### config.mk
export PLATFORM = sky130hd
export DESIGN_NAME = gbba_div
export DESIGN_NICKNAME = d
export VERILOG_FILES = /design/src/rtl/grouped_bitmap_block_allocator_core_defines.svh /design/src/rtl/gbba_pkg.sv /design/src/rtl/gbba_div.sv
export SDC_FILE = /design/constraint.sdc
export NUM_CORES = 1
export LEC_CHECK = 0
export ABC_AREA = 0
export BUFFER_PORTS_ARGS = -buffer_cell sky130_fd_sc_hd__buf_2
export CORE_ASPECT_RATIO = 0.75
export CORE_MARGIN = 5
export CORE_UTILIZATION = 35
export CTS_CLUSTER_SIZE = 20
export DETAILED_ROUTE_END_ITERATION = 16
export SETUP_SLACK_MARGIN = 0.5
export SYNTH_ARGS = -nofsm -noshare
export SYNTH_HDL_FRONTEND = slang
export SYNTH_SLANG_ARGS = --single-unit
### constraint.sdc
create_clock -name clk -period 2.65 [get_ports clk]
set_input_delay 0.265 -clock clk [delete_from_list [all_inputs] [get_ports clk]]
set_output_delay 0.265 -clock clk [all_outputs]
set_load 0.02 [all_outputs]
### src/rtl/grouped_bitmap_block_allocator_core_defines.svh
// Assertion macros shared by the allocator RTL.
// Used by files that check their own sequencer; needs clk and rst in scope.
`ifndef GROUPED_BITMAP_BLOCK_ALLOCATOR_CORE_DEFINES_SVH
`define GROUPED_BITMAP_BLOCK_ALLOCATOR_CORE_DEFINES_SVH
// same-cycle implication
`define GBBA_ASSERT_SAME(lbl, ante, cons, msg) \
  lbl: assert property (@(posedge clk) disable iff (rst) (ante) |-> (cons)) else $error(msg);
// next-cycle implication
`define GBBA_ASSERT_NEXT(lbl, ante, cons, msg) \
  lbl: assert property (@(posedge clk) disable iff (rst) (ante) |=> (cons)) else $error(msg);
`endif

### src/rtl/gbba_pkg.sv
// Package for the grouped bitmap block allocator: word types, codes, widths.
// No dependencies.
`timescale 1ns / 1ps
package gbba_pkg;
  localparam int BLK_W   = 14;
  localparam int WANT_W  = 16;
  localparam int GRANT_W = 11;
  localparam int GCNT_W  = 4;
  localparam int BPG_W   = 11;
  localparam int CFG_W   = 14;
  localparam int CIDX_W  = 2;
  localparam int ARITH_W = 20;
  localparam int DIV_STEPS = BLK_W;

  typedef enum logic [1:0] {
    ST_OK      = 2'd0,
    ST_INVAL   = 2'd1,
    ST_NOSPACE = 2'd2,
    ST_DFREE   = 2'd3
  } status_t;

  localparam logic OP_ALLOC = 1'b0;
  localparam logic OP_FREE  = 1'b1;

  localparam logic [CIDX_W-1:0] CFG_GROUP_COUNT = 2'd0;
  localparam logic [CIDX_W-1:0] CFG_BPG         = 2'd1;
  localparam logic [CIDX_W-1:0] CFG_BLOCK_COUNT = 2'd2;
  localparam logic [CIDX_W-1:0] CFG_FIRST_DATA  = 2'd3;

  localparam logic [GCNT_W-1:0] RST_GROUP_COUNT = 4'd8;
  localparam logic [BPG_W-1:0]  RST_BPG         = 11'd1024;
  localparam logic [BLK_W-1:0]  RST_BLOCK_COUNT = 14'd8192;
  localparam logic              RST_FIRST_DATA  = 1'b0;

  typedef struct packed {
    logic              op;
    logic [BLK_W-1:0]  goal;
    logic [WANT_W-1:0] want;
    logic [BLK_W-1:0]  free_start;
    logic [BLK_W-1:0]  free_count;
  } cmd_t;

  typedef struct packed {
    status_t            status;
    logic [BLK_W-1:0]   first_block;
    logic [GRANT_W-1:0] granted;
    logic [BLK_W-1:0]   free_total;
  } res_t;

  typedef struct packed {
    logic             go;
    logic [BLK_W-1:0] dividend;
    logic [BPG_W-1:0] divisor;
  } div_req_t;

  typedef struct packed {
    logic             done;
    logic [BLK_W-1:0] quot;
    logic [BPG_W-1:0] rem;
  } div_rsp_t;
endpackage

### src/rtl/gbba_div.sv
// Restoring divider, one quotient bit per cycle, shared by the sequencer.
// Depends on gbba_pkg.
`timescale 1ns / 1ps
module gbba_div (
  input  logic               clk,
  input  logic               rst,
  input  gbba_pkg::div_req_t req,
  output gbba_pkg::div_rsp_t rsp
);
  localparam int QW = gbba_pkg::BLK_W;
  localparam int RW = gbba_pkg::BPG_W;
  localparam int CW = $clog2(gbba_pkg::DIV_STEPS + 1);

  logic [CW-1:0] cnt;
  logic [QW-1:0] quot;
  logic [RW-1:0] rem;
  logic [RW-1:0] dvs;
  logic          done;
  logic [RW:0]   trial;

  assign trial = {rem, quot[QW-1]};

  always_ff @(posedge clk) begin
    if (rst) begin
      cnt  <= '0;
      done <= 1'b0;
    end else begin
      done <= 1'b0;
      if (req.go) begin
        cnt  <= CW'(gbba_pkg::DIV_STEPS);
        quot <= req.dividend;
        rem  <= '0;
        dvs  <= req.divisor;
      end else if (cnt != '0) begin
        cnt <= cnt - 1'b1;
        if (trial >= {1'b0, dvs}) begin
          rem  <= RW'(trial - {1'b0, dvs});
          quot <= {quot[QW-2:0], 1'b1};
        end else begin
          rem  <= trial[RW-1:0];
          quot <= {quot[QW-2:0], 1'b0};
        end
        if (cnt == CW'(1)) begin
          done <= 1'b1;
        end
      end
    end
  end

  assign rsp.done = done;
  assign rsp.quot = quot;
  assign rsp.rem  = rem;
endmodule

==> impl_metrics.tcl, run 1 <==
set metrics [dict create \
    hold_buffers 0 \
    route.detailed.wl_per_inst_um 15.14 \
    critical_path_capture_point_type "flop" \
    drt_drc_violations_left 0 \
    core_area_um2 6193 \
    grt_max_degree 21 \
    path_clk_slew_ps 90 \
    insertion_delay_ps 300 \
    syn_area_per_cell_um2 12.36 \
    slowest_stage "edfxtp_1" \
    diodes 0 \
    finalHoldViolCount 0 \
    unrepaired_setup_endpoints_after_global_routing "true" \
    criticalPathCategory "flop to flop" \
    critical_path.most_common_cell "a21o_1" \
    worstPathCellList "inv_2, ha_2, fa_2, nand2b_4, a21o_1, a211oi_2, o21ai_1, a21o_1, a32o_1" \
    tritoncts "yes" \
    synth_nets 217 \
    dr.pass1.iters 4 \
    min-delay-path-class "primary input to flop" \
    synth_cell_area_um2 2187 \
    cts.sink_count 41 \
    worst-path-max-fanout 3 \
    total_number_of_vias 1577 \
    drtIter0Drc 59 \
    synth_top_family_by_area "compound AO/OA/AOI/OAI gates" \
    dieWidth_um 101.3 \
    max_slew_headroom_pct 61.16 \
    tns_ps 0 \
    reg2reg_depth 9 \
    synth-adder-area-share_pct 7.208 \
    total_half_perimeter_wirelength_after_legalization_and_detailed_placement_um 3601 \
    crit_required_ps 2710 \
    drt_wl_total_um 4980 \
    number_of_flops_mapped_to_enable_cells_by_yosys 36 \
    synthCells 177 \
    hold_path_cell_cnt 1 \
    timing.final.crit_share_pct 86.25 \
    synth_area_leader_cell "edfxtp_1" \
    final.setup_skew_ps 5.166 \
    ys_top_cells_by_area "edfxtp_1, mux2_2, ha_1" \
    asyncSetResetFlopFracSynth_pct 0 \
    power-per-cell-area_nw_per_um2 751.3 \
    seq_area_frac_synth_pct 54.00 \
    synth.distinct_cells 42 \
    floorplan.die_area_um2 7946 \
    ys.warnings.count 0 \
    layout_min_cycle_time_ps 2286 \
    synth_area_in_xor_xnor_pct 2.002 \
    cp_data_arrival_time_ps 2350 \
    grt_antenna_before_repair 0 \
    number_of_buffers_added_by_the_clock_tree_synthesis_step 5 \
    timing.reg2reg.setup_slack_ps 360 \
    yosysTopAreaCellShare_pct 49.43 \
    worst_path_largest_cell_delay_ps 370 \
    grt_pass1_wl_um 8162 \
    maxClockFrequency_ghz 0.4375 \
    vdd.ir_drop.worst_v 0.0003297 \
    cap_violations 0 \
    worst_path_dominant_cell_family "compound AO/OA/AOI/OAI gates" \
    buffer_ports.inserted 53 \
    gr-total-overflow 0 \
    postSynthRegisterBits 41 \
    cts-root-buf "clkbuf_8" \
    status "complete, no violations" \
    synth_compound_gate_area_share_pct 13.62 \
    grt.total_usage_pct 13.26 \
    power_mw 2.140 \
    worstMarginPinSlew_ps 582.7 \
    first_global_vias 1596 \
    setup_viol 0 \
    finalMaxSlewViolations 0 \
    whs_endpoint "dvs[8]" \
    synth_common_cells "edfxtp_1, inv_1, nor2_1" \
    initial_core_util_pct 35.31 \
    cp_startpoint_kind "flop" \
    r2r-start "quot[13]" \
    buffer_and_inverter_count_on_the_worst_path 1 \
    cell_with_the_most_instances_after_synthesis "edfxtp_1" \
    num_rows 25 \
    ant_nets 0 \
    clock_path_buffers 2 \
    design.final.nets 287 \
    die_height_um 78.46 \
    reg2reg_to "rem[10]" \
    flow.area_growth_from_synthesis_pct 30.26 \
    drive_above_1_share_pct 45.16 \
    gp_congestion 0.8158 \
    synth-simple-area-share_pct 8.867 \
    post_detailed_route_via_to_cell_ratio 4.793 \
    cts_htree_levels 2 \
    fillers 577 \
    boundaryPins 54 \
    ys.flop_type "edfxtp_1" \
    cellLeakagePower_nw 1.196 \
    synth.mux.area_fraction_pct 10.01 \
    min_from "req[8]" \
]
## kinds of logic after synthesis
kind of cell	after synthesis
adder cells (fa/ha/maj)	12
flip-flops	41
AO/OA/AOI/OAI	38
buffers and inverters	22
AND/OR/NAND/NOR	39
multiplexers	20
XOR/XNOR	5
## state kept, by name, indices dropped and copies added, names as in the netlist
name and flops:
cnt 4, done 1, dvs 11, quot 14, rem 11
## what timing repair did
item,in CTS,in global routing
buffers inserted,6,4
setup endpoints to repair,12,12
gates resized for setup,8,5
cloned,1,0
pin swaps,4,6
## worst reg2reg max path, delay by kind of cell (launching register included)
family                     cells  cell delay (ps)
AOI/OAI and AO/OA              5              960
DFF                            1              370
adders and majority gates      2              530
and+or+nand+nor                1              150
buffers and inverters          1               50
## metrics by stage
stage / util, % / cells / instance area [µm²] / setup WS [ps] / hold WS [ps]
2_1_floorplan: - / 177 / 2218 / 313.6 / 334.1
3_3_place_gp: 41.74 / 310 / 2585 / 270.3 / 443.1
3_5_place_dp: 41.74 / 310 / 2585 / 183.7 / 443.7
4_1_cts: 45.25 / 325 / 2803 / 342.7 / 127.7
5_1_grt: 46.00 / 329 / 2849 / 273.8 / 119.4
6_report: 46.00 / 329 / 2849 / 364.3 / 134.8
## cells in the final DEF (no fill, tap or decap), drive strengths merged
cell / count
nor3: 5
clkinv: 1
nand3b: 1
nor2: 17
nor2b: 2
edfxtp: 36
nand2: 4
and3: 1
o211ai: 2
ha: 11
a31o: 1
nor4: 1
nand2b: 2
nand3: 2
and2b: 1
mux2: 15
a2111oi: 1
a32o: 1
clkbuf: 5
a211o: 1
buf: 67
a31oi: 1
fa: 1
mux2i: 5
o31a: 1
nor4b: 1
o41ai: 1
bufinv: 1
a21oi: 10
xnor2: 5
o21ai: 10
dfxtp: 5
o21a: 4
o31ai: 1
clkinvlp: 1
a21o: 4
a211oi: 1
inv: 17
nand4: 2
## report_power, final
part | internal (mW) | switching (mW)
clock network | 0.282 | 0.236
registers | 0.793 | 0.0478
logic | 0.372 | 0.409
total | 1.45 | 0.693
## worst max path at each step
| stage | startpoint | end | cells after the start |
|---|---|---|---|
| CTS | quot[13] | rem[9] | 10 |
| floorplan | quot[13] | rem[10] | 9 |
| detailed placement | rem[4] | rem[10] | 7 |
| finish | quot[13] | rem[10] | 9 |
| global placement | rem[4] | rem[0] | 7 |
| global route | dvs[0] | rem[9] | 9 |
## metal layers
metal	global-route usage (%)	vias up	wire length (µm)
met5	0	-	0
met4	3.586	0	44
met3	3.020	6	197
met2	20.63	31	2362
met1	18.50	739	2377
li1	-	801	-
## final cells by class
class / instances / area (µm²) / share of cell area (%)
inverter: 17 / 63.81 / 2.240
multi-input combinational: 115 / 1006 / 35.31
clock buffer: 5 / 68.82 / 2.415
clock inverter: 3 / 46.29 / 1.625
timing repair buffer: 67 / 381.6 / 13.39
sequential: 41 / 1181 / 41.46
tap: 81 / 101.3 / 3.557
Power figures use the tool's default switching activity.
==> run 2: changes to the inputs <==
MAX_ROUTING_LAYER = met4   (was default)
==> impl_metrics.tcl, run 2 (synthesized netlist as in run 1, its figures left out) <==
set metrics [dict create \
    boundaryPins 54 \
    grt.total_usage_pct 13.63 \
    finish.cell_count_without_fillers 329 \
    postLayoutCellArea_um2 2849 \
    hold_buffers 0 \
    mostFrequentLayoutCell "buf_2" \
    power.sequential.fraction_pct 39.3 \
    reg2reg_to "rem[10]" \
    gr-total-overflow 0 \
    grt_antenna_before_repair 0 \
    setup_viol 0 \
    status "complete, no violations" \
    tritoncts "yes" \
    min_from "req[8]" \
    drt_drc_violations_left 0 \
    timing.reg2reg.setup_slack_ps 360 \
    ant_nets 0 \
    initial_core_util_pct 35.31 \
    gp_congestion 0.8279 \
    num_rows 25 \
    layout_min_cycle_time_ps 2286 \
    cellLeakagePower_nw 1.196 \
    first_global_vias 1602 \
    critical_path_capture_point_type "flop" \
    dieWidth_um 101.3 \
    layout_top_registers "quot (14), dvs (11), rem (11)" \
    final.setup_skew_ps 5.166 \
    number_of_buffers_added_by_the_clock_tree_synthesis_step 5 \
    unrepaired_setup_endpoints_after_global_routing "true" \
    whs_endpoint "dvs[8]" \
    max_slew_headroom_pct 61.55 \
    hold_ws_ps 136.9 \
    drive_above_1_share_pct 45.16 \
    timing.final.crit_share_pct 86.27 \
    p_sw_share_pct 32.33 \
    placed_cell_area_um2 2585 \
    grt_max_degree 21 \
    finalMaxSlewViolations 0 \
    vdd.ir_drop.worst_v 0.0003288 \
    r2r-start "quot[13]" \
    buffer_ports.inserted 53 \
    core_area_um2 6193 \
    drtIter0Drc 58 \
    fillers 577 \
    final_cell_mix "buf_2, edfxtp_1, inv_1" \
    design.final.nets 287 \
    top_reg_by_flops "quot" \
    cts.sink_count 41 \
    clock_path_buffers 2 \
    cp_startpoint_kind "flop" \
    final_critical_path_setup_slack_ps 363.8 \
    grt_pass1_wl_um 8162 \
    cts_htree_levels 2 \
    maxClockFrequency_ghz 0.4374 \
    crit_required_ps 2710 \
    flow.area_growth_from_synthesis_pct 30.26 \
    worstMarginPinSlew_ps 576.7 \
    worst-path-max-fanout 3 \
    total_half_perimeter_wirelength_after_legalization_and_detailed_placement_um 3601 \
    insertion_delay_ps 300 \
    criticalPathCategory "flop to flop" \
    finish.utilization_pct 46.00 \
    intPower_mw 1.447 \
    netSwitchingPower_uw 691.4 \
    dr.pass1.iters 4 \
    power_mw 2.139 \
    tns_ps 0 \
    finalHoldViolCount 0 \
    reg2reg_depth 9 \
    cts-root-buf "clkbuf_8" \
    power.clock.fraction_pct 24.2 \
    hold_path_cell_cnt 1 \
    power-per-cell-area_nw_per_um2 750.7 \
    min-delay-path-class "primary input to flop" \
    diodes 0 \
    path_clk_slew_ps 80 \
    detailedPlace.worstSlack_ps 183.7 \
    power.share.combinational_pct 36.5 \
    route.detailed.wl_per_inst_um 15.12 \
    place_inst 310 \
    die_height_um 78.46 \
    floorplan.die_area_um2 7946 \
    cp_data_arrival_time_ps 2350 \
    cap_violations 0 \
    total_number_of_vias 1574 \
    drt_wl_total_um 4974 \
    largest_register_ffs 14 \
    post_detailed_route_via_to_cell_ratio 4.784 \
]
==> run 2: cell counts in the layout (fill, tap and decap cells not counted) <==
No cell type changed its count.
==> run 2: cell type report <==
type	instances	area, µm²	area share (%)
Multi-Input combinational cell	115	1006	35.31
Timing Repair Buffer	67	381.6	13.39
Sequential cell	41	1181	41.46
Tap cell	81	101.3	3.557
Clock inverter	3	46.29	1.625
Inverter	17	63.81	2.240
Clock buffer	5	68.82	2.415
==> run 2: worst max path at each step <==
stage | from | endpoint | slack, ps | cells past startpoint
after floorplan | quot[13] | rem[10] | 310 | 9
after global placement | rem[4] | rem[0] | 270 | 7
after detailed placement | rem[4] | rem[10] | 180 | 7
after CTS | quot[13] | rem[9] | 340 | 10
after global routing | dvs[0] | rem[9] | 270 | 9
final | quot[13] | rem[10] | 360 | 9
==> run 2: metal layers <==
| layer | global-route usage, % | share of wire, % | wire length (µm) |
|---|---|---|---|
| met2 | 20.63 | 47 | 2359 |
| met3 | 2.664 | 3.3 | 163 |
| met4 | 3.586 | 1.0 | 52 |
| met5 | - | 0 | 0 |
| met1 | 18.72 | 48 | 2399 |
==> run 2: power by group through the flow <==
stage               sequential, mW  combinational, mW  clock, mW
detailed placement           0.853              0.646          0
floorplan                    0.906              0.442          0
global placement             0.853              0.640          0
global route                 0.851              0.852      0.561
finish                       0.840              0.781      0.517
CTS                          0.841              0.733      0.530
==> run 2: repair_timing <==
action / CTS / global route
gates resized for setup: 8 / 5
buffers inserted: 6 / 4
pin swaps: 4 / 6
gates cloned: 1 / 0
setup endpoints to repair: 12 / 12
==> run 2: worst max-delay path, stage by stage, from the launching register on <==
cell      delay, ps
edfxtp_1        370
inv_2            50
ha_2            180
fa_2            350
nand2b_4        150
a21o_1          210
a211oi_2        210
o21ai_1         120
a21o_1          180
a32o_1          240
==> run 3: changes to the inputs <==
ABC_AREA = default   (was 0)
CORE_UTILIZATION = 30   (was 35)
REMOVE_ABC_BUFFERS = 1   (was default)
==> impl_metrics.tcl, run 3 (synthesized netlist as in run 1, its figures left out) <==
set metrics [dict create \
    timing.final.crit_share_pct 86.36 \
    unrepaired_setup_endpoints_after_global_routing "true" \
    worst-path-max-fanout 7 \
    power-per-cell-area_nw_per_um2 749.1 \
    tns_ps 0 \
    placed_cell_area_um2 2582 \
    insertion_delay_ps 290 \
    crit_required_ps 2790 \
    finalHoldViolCount 0 \
    cp_data_arrival_time_ps 2430 \
    buffer_and_inverter_count_on_the_worst_path 0 \
    power.clock.fraction_pct 23.7 \
    power.sequential.fraction_pct 38.1 \
    maxClockFrequency_ghz 0.4370 \
    min-delay-path-class "primary input to flop" \
    power.share.combinational_pct 38.2 \
    number_of_buffers_added_by_the_clock_tree_synthesis_step 5 \
    ant_nets 0 \
    dieWidth_um 108.6 \
    gp_congestion 0.8609 \
    floorplan.die_area_um2 9116 \
    finalMaxSlewViolations 0 \
    cts_htree_levels 2 \
    intPower_mw 1.507 \
    initial_core_util_pct 30.25 \
    gr-total-overflow 0 \
    flow.area_growth_from_synthesis_pct 35.58 \
    drive_above_1_share_pct 47.62 \
    hold_buffers 0 \
    tritoncts "yes" \
    criticalPathCategory "flop to flop" \
    worst_path_dominant_cell_family "compound AO/OA/AOI/OAI gates" \
    diodes 0 \
    status "complete, no violations" \
    core_area_um2 7229 \
    drt_wl_total_um 5495 \
    final_cell_mix "buf_2, edfxtp_1, inv_1" \
    route.detailed.wl_per_inst_um 15.57 \
    layout_min_cycle_time_ps 2289 \
    post_detailed_route_via_to_cell_ratio 4.660 \
    top_reg_by_flops "quot" \
    grt_pass1_wl_um 8259 \
    max_slew_headroom_pct 67.83 \
    die_height_um 83.95 \
    worst_path_largest_cell_delay_ps 410 \
    drtIter0Drc 139 \
    boundaryPins 54 \
    final.setup_skew_ps 6.912 \
    design.final.nets 291 \
    power_mw 2.221 \
    layout_top_registers "quot (14), dvs (11), rem (11)" \
    dr.pass1.iters 4 \
    postLayoutCellArea_um2 2965 \
    slowest_stage "edfxtp_1" \
    drt_drc_violations_left 0 \
    worstPathCellList "ha_4, fa_2, nand2b_4, a21o_1, a21oi_4, o21ai_4, a211o_1, a21oi_2" \
    num_rows 27 \
    grt_max_degree 20 \
    vdd.ir_drop.worst_v 0.0002291 \
    largest_register_ffs 14 \
    grt_antenna_before_repair 0 \
    setup_viol 0 \
    cp_startpoint_kind "flop" \
    netSwitchingPower_uw 714.2 \
    first_global_vias 1694 \
    grt.total_usage_pct 11.76 \
    critical_path_capture_point_type "flop" \
    worstMarginPinSlew_ps 482.5 \
    clock_path_buffers 2 \
    total_half_perimeter_wirelength_after_legalization_and_detailed_placement_um 3555 \
    path_clk_slew_ps 80 \
    p_sw_share_pct 32.15 \
    cap_violations 0 \
    mostFrequentLayoutCell "buf_2" \
    total_number_of_vias 1645 \
    cts.sink_count 41 \
    cts-root-buf "clkbuf_8" \
    cellLeakagePower_nw 1.224 \
    buffer_ports.inserted 53 \
]
==> run 3: per-layer routing <==
metal  part of all wire, %  track usage (%)  wire, µm
met5                     0                -         0
met4                   1.3            3.670        74
met3                   4.3            2.939       236
met2                    50            19.01      2752
met1                    44            14.42      2431
==> run 3: power groups by stage <==
stage | sequential (mW) | clock (mW) | combinational, mW
2_1_floorplan | 0.907 | 0 | 0.401
3_3_place_gp | 0.855 | 0 | 0.622
3_5_place_dp | 0.854 | 0 | 0.627
4_1_cts | 0.844 | 0.536 | 0.763
5_1_grt | 0.854 | 0.568 | 0.913
6_report | 0.845 | 0.526 | 0.849
==> run 3: area by class of cell <==
class                   count  area [µm²]
clock buffers               7       86.33
flip-flops and latches     41        1181
multi-input cells         115        1062
inverters                  17       63.81
fillers                   688        4264
clock inverters             1       30.03
repair buffers             71       415.4
well taps                 101       126.4
==> run 3: worst paths after layout <==
check / depth (start not counted) / to / slack, ps / startpoint
hold reg to reg: 2 / cnt[3] / 510 / cnt[3]
setup / recovery: 8 / rem[3] / 360 / dvs[0]
setup reg to reg: 8 / rem[3] / 360 / dvs[0]
hold / removal: 1 / dvs[10] / 140 / req[10]
==> run 3: worst reg2reg max path, delay by kind of cell, from the launching register on <==
kind	cells	cell delay [ps]
AND/OR/NAND/NOR	1	150
flip-flops	1	410
AO/OA/AOI/OAI	5	1060
adder cells (fa/ha/maj)	2	520
==> run 3: what timing repair did <==
item,CTS,global route
gates resized for setup,19,10
endpoints found under the setup margin,12,12
hold endpoints to repair,0,0
pin swaps,11,11
cloned,1,0
buffers inserted,7,7
==> run 3: through the flow <==
| step | hold WS (ps) | instances | worst slack (ps) | util, % |
|---|---|---|---|---|
| after floorplan | 334.1 | 172 | 207.2 | - |
| after global placement | 443.2 | 330 | 207.8 | 35.72 |
| after detailed placement | 443.4 | 330 | 165.3 | 35.72 |
| after CTS | 134.5 | 346 | 303.0 | 39.55 |
| after global routing | 126.3 | 353 | 295.3 | 41.02 |
| final | 141.3 | 353 | 361.4 | 41.02 |
